[src/sv/pars_pkg.sv]
// Shared types and constants for the pulse actuator request scheduler.
package pars_pkg;

  localparam int TICKS_W = 16;
  localparam int ACT_W   = 2;
  localparam int MASK_W  = 4;

  localparam logic [TICKS_W-1:0] PULSE_TICKS_RST = 16'd50;

  // Command field codes of an input request.
  localparam logic CMD_TICK    = 1'b0;
  localparam logic CMD_REQUEST = 1'b1;

  // Controller to datapath command.
  typedef struct packed {
    logic step;  // apply the accepted request this cycle
    logic tick;  // the accepted request is a time tick
  } pars_cmd_t;

endpackage

[src/sv/pars_ctrl.sv]
// Controller: output occupancy state machine and request acceptance.
module pars_ctrl (
  input  logic                clk,
  input  logic                rst_n,
  input  logic                in_valid,
  output logic                in_ready,
  input  logic                in_cmd,
  output logic                out_valid,
  input  logic                out_ready,
  output pars_pkg::pars_cmd_t dp_cmd
);

  typedef enum logic {
    ST_EMPTY,
    ST_FULL
  } state_t;

  state_t state_r;
  state_t state_nxt;
  logic   accept;

  // A new request may enter while the held result is being taken.
  assign in_ready  = (state_r == ST_EMPTY) || out_ready;
  assign out_valid = (state_r == ST_FULL);
  assign accept    = in_valid && in_ready;

  assign dp_cmd.step = accept;
  assign dp_cmd.tick = (in_cmd == pars_pkg::CMD_TICK);

  always_comb begin
    state_nxt = state_r;
    unique case (state_r)
      ST_EMPTY: begin
        if (accept) begin
          state_nxt = ST_FULL;
        end
      end
      ST_FULL: begin
        if (out_ready && !accept) begin
          state_nxt = ST_EMPTY;
        end
      end
      default: state_nxt = ST_EMPTY;
    endcase
  end

  always_ff @(posedge clk) begin
    if (!rst_n) begin
      state_r <= ST_EMPTY;
    end else begin
      state_r <= state_nxt;
    end
  end

endmodule

[src/sv/pars_dp.sv]
// Datapath: pending slots, pulse timer, drive registers and pulse length register.
module pars_dp #(
  parameter int NUM_ACTUATORS = 4
) (
  input  logic                                   clk,
  input  logic                                   rst_n,
  input  pars_pkg::pars_cmd_t                    dp_cmd,
  input  logic [pars_pkg::ACT_W-1:0]             in_actuator,
  input  logic                                   in_target_position,
  input  logic                                   cfg_wr,
  input  logic [pars_pkg::TICKS_W-1:0]           cfg_data,
  output logic                                   drive_enable,
  output logic [pars_pkg::ACT_W-1:0]             drive_address,
  output logic                                   drive_position,
  output logic [pars_pkg::MASK_W-1:0]            pending_mask
);

  logic [pars_pkg::TICKS_W-1:0] pulse_ticks_r;
  logic [pars_pkg::TICKS_W-1:0] ticks_r, ticks_nxt, ticks_dec;
  logic [NUM_ACTUATORS-1:0]     pend_r, pend_nxt;
  logic [NUM_ACTUATORS-1:0]     ppos_r, ppos_nxt;
  logic [pars_pkg::ACT_W-1:0]   cur_act_r, cur_act_nxt;
  logic                         cur_pos_r, cur_pos_nxt;
  logic                         en_r, en_nxt;
  logic                         found;
  logic [pars_pkg::ACT_W-1:0]   pick_act;
  logic                         pick_pos;
  logic [NUM_ACTUATORS-1:0]     pick_onehot;
  logic                         drop;

  assign ticks_dec = (ticks_r != '0) ? ticks_r - pars_pkg::TICKS_W'(1) : '0;

  // Lowest-numbered pending slot wins.
  always_comb begin
    found       = 1'b0;
    pick_act    = '0;
    pick_pos    = 1'b0;
    pick_onehot = '0;
    for (int i = 0; i < NUM_ACTUATORS; i++) begin
      if (pend_r[i] && !found) begin
        found          = 1'b1;
        pick_act       = pars_pkg::ACT_W'(i);
        pick_pos       = ppos_r[i];
        pick_onehot[i] = 1'b1;
      end
    end
  end

  // A request equal to the running pulse is dropped.
  assign drop = (ticks_r != '0) && (in_actuator == cur_act_r) &&
                (in_target_position == cur_pos_r);

  always_comb begin
    ticks_nxt   = ticks_r;
    pend_nxt    = pend_r;
    ppos_nxt    = ppos_r;
    cur_act_nxt = cur_act_r;
    cur_pos_nxt = cur_pos_r;
    en_nxt      = en_r;
    if (dp_cmd.step) begin
      if (dp_cmd.tick) begin
        if (ticks_dec != '0) begin
          ticks_nxt = ticks_dec;
        end else if (found) begin
          pend_nxt    = pend_r & ~pick_onehot;
          cur_act_nxt = pick_act;
          cur_pos_nxt = pick_pos;
          ticks_nxt   = pulse_ticks_r;
          en_nxt      = 1'b1;
        end else begin
          ticks_nxt = '0;
          en_nxt    = 1'b0;
        end
      end else if (!drop) begin
        for (int i = 0; i < NUM_ACTUATORS; i++) begin
          if (in_actuator == pars_pkg::ACT_W'(i)) begin
            pend_nxt[i] = 1'b1;
            ppos_nxt[i] = in_target_position;
          end
        end
      end
    end
  end

  always_ff @(posedge clk) begin
    if (!rst_n) begin
      pulse_ticks_r <= pars_pkg::PULSE_TICKS_RST;
      ticks_r       <= '0;
      pend_r        <= '0;
      cur_act_r     <= '0;
      cur_pos_r     <= 1'b0;
      en_r          <= 1'b0;
    end else begin
      if (cfg_wr) begin
        pulse_ticks_r <= cfg_data;
      end
      ticks_r   <= ticks_nxt;
      pend_r    <= pend_nxt;
      cur_act_r <= cur_act_nxt;
      cur_pos_r <= cur_pos_nxt;
      en_r      <= en_nxt;
    end
  end

  // Positions are only read behind a set pending flag.
  always_ff @(posedge clk) begin
    ppos_r <= ppos_nxt;
  end

  assign drive_enable   = en_r;
  assign drive_address  = cur_act_r;
  assign drive_position = cur_pos_r;
  assign pending_mask   = pars_pkg::MASK_W'(pend_r);

endmodule

[src/sv/pulse_actuator_request_scheduler.sv]
// Top level of the pulse actuator request scheduler.
// Each request is either a time tick or a position request for one actuator, and
// each one yields one result: the drive enable, address and position and the
// mask of waiting requests as they stand after it. When a request is taken,
// its result appears on the next cycle; the result lives in the state
// registers themselves, so a new request is accepted in the same cycle the held
// result is taken, giving one request per cycle when the output side keeps up.
// Requests for an actuator at or above NUM_ACTUATORS are ignored. The pulse
// length register (reset 50 ticks) is always ready to be written and applies
// from the next pulse start; a length of zero ends the pulse at the next tick.
module pulse_actuator_request_scheduler #(
  parameter int NUM_ACTUATORS = 4
) (
  input  logic                         clk,
  input  logic                         rst_n,
  input  logic                         in_valid,
  output logic                         in_ready,
  input  logic                         in_cmd,
  input  logic [pars_pkg::ACT_W-1:0]   in_actuator,
  input  logic                         in_target_position,
  output logic                         out_valid,
  input  logic                         out_ready,
  output logic                         out_drive_enable,
  output logic [pars_pkg::ACT_W-1:0]   out_drive_address,
  output logic                         out_drive_position,
  output logic [pars_pkg::MASK_W-1:0]  out_pending_mask,
  input  logic                         cfg_valid,
  output logic                         cfg_ready,
  input  logic [pars_pkg::TICKS_W-1:0] cfg_pulse_ticks
);

  pars_pkg::pars_cmd_t dp_cmd;

  assign cfg_ready = 1'b1;

  pars_ctrl u_ctrl (
    .clk       (clk),
    .rst_n     (rst_n),
    .in_valid  (in_valid),
    .in_ready  (in_ready),
    .in_cmd    (in_cmd),
    .out_valid (out_valid),
    .out_ready (out_ready),
    .dp_cmd    (dp_cmd)
  );

  pars_dp #(
    .NUM_ACTUATORS (NUM_ACTUATORS)
  ) u_dp (
    .clk                (clk),
    .rst_n              (rst_n),
    .dp_cmd             (dp_cmd),
    .in_actuator        (in_actuator),
    .in_target_position (in_target_position),
    .cfg_wr             (cfg_valid && cfg_ready),
    .cfg_data           (cfg_pulse_ticks),
    .drive_enable       (out_drive_enable),
    .drive_address      (out_drive_address),
    .drive_position     (out_drive_position),
    .pending_mask       (out_pending_mask)
  );

  // Every accepted request leaves a result waiting.
  a_accept_gives_result: assert property (
    @(posedge clk) disable iff (!rst_n)
    (in_valid && in_ready) |=> out_valid
  ) else $error("accepted request produced no result");

  // A position request never clears a waiting slot.
  a_request_keeps_pending: assert property (
    @(posedge clk) disable iff (!rst_n)
    (in_valid && in_ready && in_cmd == pars_pkg::CMD_REQUEST) |=>
      ((out_pending_mask & $past(out_pending_mask)) == $past(out_pending_mask))
  ) else $error("request cleared a pending slot");

  // Only a tick may start a pulse.
  a_pulse_start_on_tick: assert property (
    @(posedge clk) disable iff (!rst_n)
    $rose(out_drive_enable) |->
      $past(in_valid && in_ready && in_cmd == pars_pkg::CMD_TICK)
  ) else $error("pulse started without a tick");

endmodule

[config.mk]
export PLATFORM = sky130hd
export DESIGN_NAME = pulse_actuator_request_scheduler
export DESIGN_NICKNAME = d
export VERILOG_FILES = /design/src/sv/pars_pkg.sv /design/src/sv/pars_ctrl.sv /design/src/sv/pars_dp.sv /design/src/sv/pulse_actuator_request_scheduler.sv
export SDC_FILE = /design/constraint.sdc
export NUM_CORES = 1
export LEC_CHECK = 0
export BUFFER_PORTS_ARGS = -buffer_cell sky130_fd_sc_hd__buf_2
export CAP_MARGIN = 10
export CORE_MARGIN = 1.5
export CORE_UTILIZATION = 59
export DETAILED_ROUTE_END_ITERATION = 6
export GPL_TIMING_DRIVEN = 0
export PLACE_DENSITY = 0.87
export SLEW_MARGIN = 30
export SYNTH_ARGS = -nofsm -noshare
export SYNTH_HDL_FRONTEND = slang
export SYNTH_SLANG_ARGS = --single-unit
[constraint.sdc]
create_clock -name clk -period 6.6 [get_ports clk]
set_clock_uncertainty 0.15 [all_clocks]
set_input_delay 0.99 -clock clk [delete_from_list [all_inputs] [get_ports clk]]
set_output_delay 0.99 -clock clk [all_outputs]
set_load 0.01 [all_outputs]
; ---- After elaboration in Yosys (flattened, before gate mapping)
; Index checks and enable logic that the tools add are counted.
[totals]
romBits = 0
latch_bits = 0
ff_bits = 45
memories = 0
in_bits = 25
ramBits = 0
[classes]
n_lt_le_gt_ge = 0
n_reduce_logical = 27
multipliers = 0
bitwise_logic = 6
eq_ne = 11
n_div = 0
add_sub_neg = 1
n_shift = 0
muxes = 29
[ops]
columns = cell, n
row1 = 16-bit 2-to-1 mux, 3
row2 = 16-bit nonzero test, 2
row3 = 4-bit AND reduction, 5
row4 = 5-bit AND reduction, 4
row5 = 1-bit 2-to-1 mux, 19
row6 = 4-bit 2-to-1 mux, 4
row7 = "16-bit by 1-bit subtractor with 16-bit output, second input constant", 1
row8 = "2-bit by 1-bit inequality test with 1-bit output, second input constant", 4
row9 = 1-bit logical AND, 7
row10 = 4-bit AND, 1
row11 = "2-bit == test, second input constant", 2
row12 = 1-bit zero test, 4
row13 = 2-bit 2-to-1 mux, 2
row14 = "2-bit inequality test, second input constant", 2
row15 = 1-bit NOT, 4
row16 = 4-bit NOT, 1
row17 = 3-bit AND reduction, 1
row18 = "2-bit by 1-bit == test with 1-bit output, second input constant", 1
row19 = 2-bit == test, 1
row20 = 2-bit zero test, 1
row21 = 1-bit one-hot mux with 2 select lines, 1
row22 = 2-bit AND reduction, 1
row23 = 2-bit nonzero test, 1
row24 = 1-bit == test, 1
row25 = 1-bit logical OR, 1

; ---- Depth between registers and ports, before layout
[logic_depth]
depth_word = 15
ltp_mapped = 10

; ---- Modules after synthesis
; A second synthesis with hierarchy kept.
[unflattened]
hier_cells = 287
area_unflattened_um2 = 2494.9
[by_module_without_submodules]
columns = module, cells_per_inst, area_per_inst_um2, instances, seq_area_each_um2
row1 = pars_dp, 278, 2414.8, 1, 920.9
row2 = pars_ctrl, 7, 68.8, 1, 20.0
row3 = pulse_actuator_request_scheduler, 2, 11.3, 1, 0.0

; ---- Worst setup path before layout
; No wires, ideal clock.
[synth_timing]
path_type = register -> register
from = register u_dp.ticks_r[0] in the netlist's numbering
to = register u_dp.pend_r[3] (netlist: u_dp.pending_mask[3])
t_arrival_ns = 2.368
path_stages_with_launch = 10
synth_period_minus_slack_ns = 2.637
setup_slack_ns = 3.963
t_required_ns = 6.331
path_buffers = 1
path_cell_list = dfxtp_1 > inv_1 > ha_1 > or4b_4 > nor4_2 > mux2i_1 > and3b_1 > buf_6 > nand3_1 > o221a_2
[synth_via]
elab_chain_cells = 5
word_cells_on_any_way = 9
cone_classes = add/sub (1) / eq/ne (2) / mux (1) / reduce/logical (5)
[synth_rtl]
columns = element, line_no
row1 = "start, declared", pars_dp.sv:19  ; logic [pars_pkg::TICKS_W-1:0] ticks_r, ticks_nxt, ticks_dec;
row2 = "start signal, assigned", pars_dp.sv:97  ; ticks_r <= ticks_nxt;
row3 = 16-bit by 1-bit subtractor with 16-bit output or 16-bit nonzero test (tied branches), "pars_dp.sv:31, pars_dp.sv:50"
row4 = 16-bit 2-to-1 mux or 1-bit logical AND (tied branches), "pars_dp.sv:31, pars_dp.sv:50"
row5 = 16-bit nonzero test or 1-bit logical AND (tied branches), "pars_dp.sv:62, pars_dp.sv:50"
row6 = 2-bit inequality test (no source line), n/a
row7 = 5-bit AND reduction (no source line) *, n/a
row8 = "end signal, assigned", pars_dp.sv:98  ; pend_r <= pend_nxt;
row9 = "end, declared", pars_dp.sv:20  ; logic [NUM_ACTUATORS-1:0] pend_r, pend_nxt;
; Every way passes the cells marked *; elsewhere a longest branch is shown, timed or not.
; A chain may end at the register's enable or synchronous reset.

; ---- Worst setup path after layout
[layout_timing]
from = register u_dp.ticks_r[0] in the netlist's numbering
to = register u_dp.pend_r[1] (netlist: u_dp.pending_mask[1])
; Same word-level chain as after synthesis.

==> impl_metrics.py <==
metrics = {
    "route": {
        "drt_iter0_drc": 232,
        "drt_first_pass_iters": 5,
        "detail-route-antenna-nets": 0,
        "drc_errors": 0,
        "vias_per_cell": 6.14,
        "vias": 2205,
        "wirelength_microns": 5870,
        "wl_per_cell_microns": 16.4,
    },
    "setup_path": {
        "rr_endpoint": "u_dp.pending_mask[1]$_SDFFE_PN0P_",
        "r2r_cells": 9,
        "timing.rr.start": "u_dp.ticks_r[0]$_SDFFE_PN0P_",
        "criticalPathCategory": "flip-flop to flip-flop",
        "crit_path_end_kind": "flip-flop",
        "worstPathArrival_ns": 3.09,
        "startpoint_type": "flip-flop",
        "reg2reg_setup_slack_ns": 3.56,
        "cp_max_fo": 7,
        "required_ns": 6.65,
    },
    "synthesis": {
        "synthesis.area_sq_um": 2370,
        "synth_edf_count": 4,
        "synth_top_cell_by_area": "dfxtp_1",
        "synthSimpleGateAreaFrac_pct": 24.3,
        "muxShareOfSynthArea_pct": 8.45,
        "ys_types": 54,
        "synthFlopType": "dfxtp_1",
        "synth_nets": 296,
        "ys_seq_area_share_pct": 39.7,
        "syn-mean-instance-area_sq_um": 8.78,
        "ys_ff_latch": 45,
        "synth_top_family_by_area": "simple AND/OR/NAND/NOR gates",
        "ys_top_cells_by_area": "dfxtp_1 35%, mux2i_1 8.4%, nor2_1 5.5%",
        "synthAdderAreaFrac_pct": 0.528,
        "netlist.area_leader.share_pct": 34.6,
        "synth_compound_area_share_pct": 18.0,
        "async_flop_share_pct": 0,
        "synth-xor-area-share_pct": 3.33,
        "synth.yosys.warnings": 0,
        "syn_inst": 270,
    },
    "timing": {
        "post-route-min-period_ns": 3.04,
        "max-slew-margin-rel_pct": 53.2,
        "period_share_pct": 46.1,
        "hold_slack_ns": 0.315,
        "worst_pin_slew_ns": 0.702,
        "setup_viol": 0,
        "tns_ns": 0,
        "fmax_mhz": 328,
        "slew_viol_final": 0,
        "hold_viol": 0,
        "rsz0062_at_grt": "false",
    },
    "cts": {
        "cts_setup_buffers": 0,
        "cts_buffers": 5,
        "clock-sinks": 45,
        "clk_pin_slew_ns": 0.09,
        "clk_path_buf_depth": 2,
        "h-tree-depth": 2,
        "clock_latency_ns": 0.30,
        "ctsHoldBuffers": 0,
        "cts-root-buf": "clkbuf_8",
        "cts_resized": 0,
        "cts_tree": "done",
    },
    "min_path": {
        "min_from": "u_dp.pulse_ticks_r[14]$_SDFFE_PN0P_",
        "hold_end": "u_dp.ticks_r[14]$_SDFFE_PN0P_",
        "hold_class": "flip-flop to flip-flop",
        "worstHoldPathCells": 2,
    },
    "pwr": {
        "pwr-share-comb_pct": 27.6,
        "power_frac_clock_pct": 25.8,
        "leakage_nw": 1.05,
        "ir_worst_vdd_uv": 224,
        "power_frac_seq_pct": 46.6,
        "p_int_w": 0.000439,
        "netSwitchingFraction_pct": 32.9,
        "p_per_area_nw_per_um2": 244,
        "power.switching_w": 0.000215,
    },
    "global_routing": {
        "grt_usage_pct": 29.3,
        "grt_pass1_wl_microns": 9710,
        "grt_overflow_total": 0,
        "antenna_found_initial": 0,
        "grt_pass1_vias": 2019,
        "grt_max_degree": 15,
    },
    "final_layout": {
        "drive_gt1_share_pct": 19.0,
        "antenna_cells": 0,
        "final_cell_mix": "41 x dfxtp_1, 36 x buf_2, 35 x nor2_1",
        "final_common_cell": "dfxtp_1",
        "area_delta_synth_final_pct": 13.1,
        "final_util_pct": 71.1,
        "fin_nets": 336,
    },
    "status": {
        "status": "complete, no violations",
    },
    "floorplanning": {
        "die_h_microns": 66.4,
        "core_area_sq_um": 3770,
        "die_w_microns": 66.4,
        "ios": 36,
        "dieArea_sq_um": 4410,
        "rows": 22,
        "initial_utilization_pct": 62.8,
    },
    "placement": {
        "port_buffers": 33,
        "place_congestion": 0.930,
        "dpl.hpwl_microns": 4270,
    },
    "run": {
        "drv_cap": 0,
    },
}
[metal layers]
| metal | track usage [%] | up-vias | share of wire, % |
|---|---|---|---|
| li1 | - | 1067 | - |
| met1 | 40.2 | 1006 | 43 |
| met2 | 44.4 | 125 | 46 |
| met3 | 7.67 | 7 | 9.5 |
| met4 | 10.2 | 0 | 1.1 |
| met5 | 0 | - | 0 |
[final cells by class]
type	instances	area (sq um)
Inverter	6	22.5
Tap cell	48	60.1
Timing Repair Buffer	33	165
Multi-Input combinational cell	199	1300
Clock buffer	6	72.6
Sequential cell	45	941
Clock inverter	2	13.8
Fill cell	285	1090
Buffer	20	109
[power groups by stage]
stage                     logic, W  registers (W)  clock network (W)
after floorplan           0.000134       0.000307                  0
after global placement    0.000171       0.000309                  0
after detailed placement  0.000175       0.000310                  0
after CTS                 0.000177       0.000304           0.000169
after global routing      0.000196       0.000306           0.000184
final                     0.000181       0.000304           0.000169
[worst max-delay path by stage]
| stage | startpoint | to | slack, ns | cells after the start |
|---|---|---|---|---|
| global placement | u_dp.ticks_r[0]$_SDFFE_PN0P_ | u_dp.pending_mask[3]$_SDFFE_PN0P_ | 3.71 | 9 |
| CTS | u_dp.ticks_r[0]$_SDFFE_PN0P_ | u_dp.pending_mask[3]$_SDFFE_PN0P_ | 3.62 | 9 |
| floorplan | u_dp.ticks_r[0]$_SDFFE_PN0P_ | u_dp.pending_mask[3]$_SDFFE_PN0P_ | 3.96 | 9 |
| detailed placement | u_dp.ticks_r[0]$_SDFFE_PN0P_ | u_dp.drive_address[1]$_SDFFE_PN0P_ | 3.63 | 9 |
| finish | u_dp.ticks_r[0]$_SDFFE_PN0P_ | u_dp.pending_mask[1]$_SDFFE_PN0P_ | 3.56 | 9 |
| global route | u_dp.ticks_r[0]$_SDFFE_PN0P_ | u_dp.pending_mask[2]$_SDFFE_PN0P_ | 3.49 | 8 |
[cells by family after synthesis]
family          count (synthesis)
fa+ha+maj                       1
other cells                     1
xor+xnor                        9
mux                            20
compound gates                 65
buf+inv                        26
flops                          45
simple gates                  103
[per-stage QoR]
step | area, sq um | std cells | setup slack [ns] | power, W
6_report | 2680 | 359 | 3.56 | 0.000654
2_1_floorplan | 2370 | 270 | 3.96 | 0.000441
4_1_cts | 2680 | 359 | 3.62 | 0.000650
3_3_place_gp | 2590 | 351 | 3.71 | 0.000481
5_1_grt | 2680 | 359 | 3.49 | 0.000685
3_5_place_dp | 2590 | 351 | 3.63 | 0.000485
[synthesized netlist by cell type, drive strengths merged (6+ instances only)]
| library cell | n |
|---|---|
| o21ai | 24 |
| a41oi | 6 |
| nor4 | 7 |
| buf | 9 |
| dfxtp | 41 |
| mux2i | 20 |
| clkbuf | 11 |
| nand4 | 7 |
| nand2 | 17 |
| a31oi | 7 |
| nor2b | 6 |
| nor3 | 9 |
| a21oi | 9 |
| nor2 | 35 |
| xnor2 | 8 |
| inv | 6 |
[worst max-delay path, stage by stage, from the launching register on]
cell and delay, ns:
dfxtp_1 0.37, inv_1 0.08, ha_1 0.25, or4b_4 0.55, nor4_2 0.34, mux2i_1 0.38, and3b_1 0.23, buf_6 0.14
nand3_2 0.17, o221a_1 0.28
[state kept, by name (all words and copies together), names as in the netlist]
| signal | cells |
|---|---|
| u_ctrl.out_valid | 1 |
| u_dp.drive_address | 2 |
| u_dp.drive_enable | 1 |
| u_dp.drive_position | 1 |
| u_dp.pending_mask | 4 |
| u_dp.ppos_r | 4 |
| u_dp.pulse_ticks_r | 16 |
| u_dp.ticks_r | 16 |
Power figures use the tool's default switching activity.
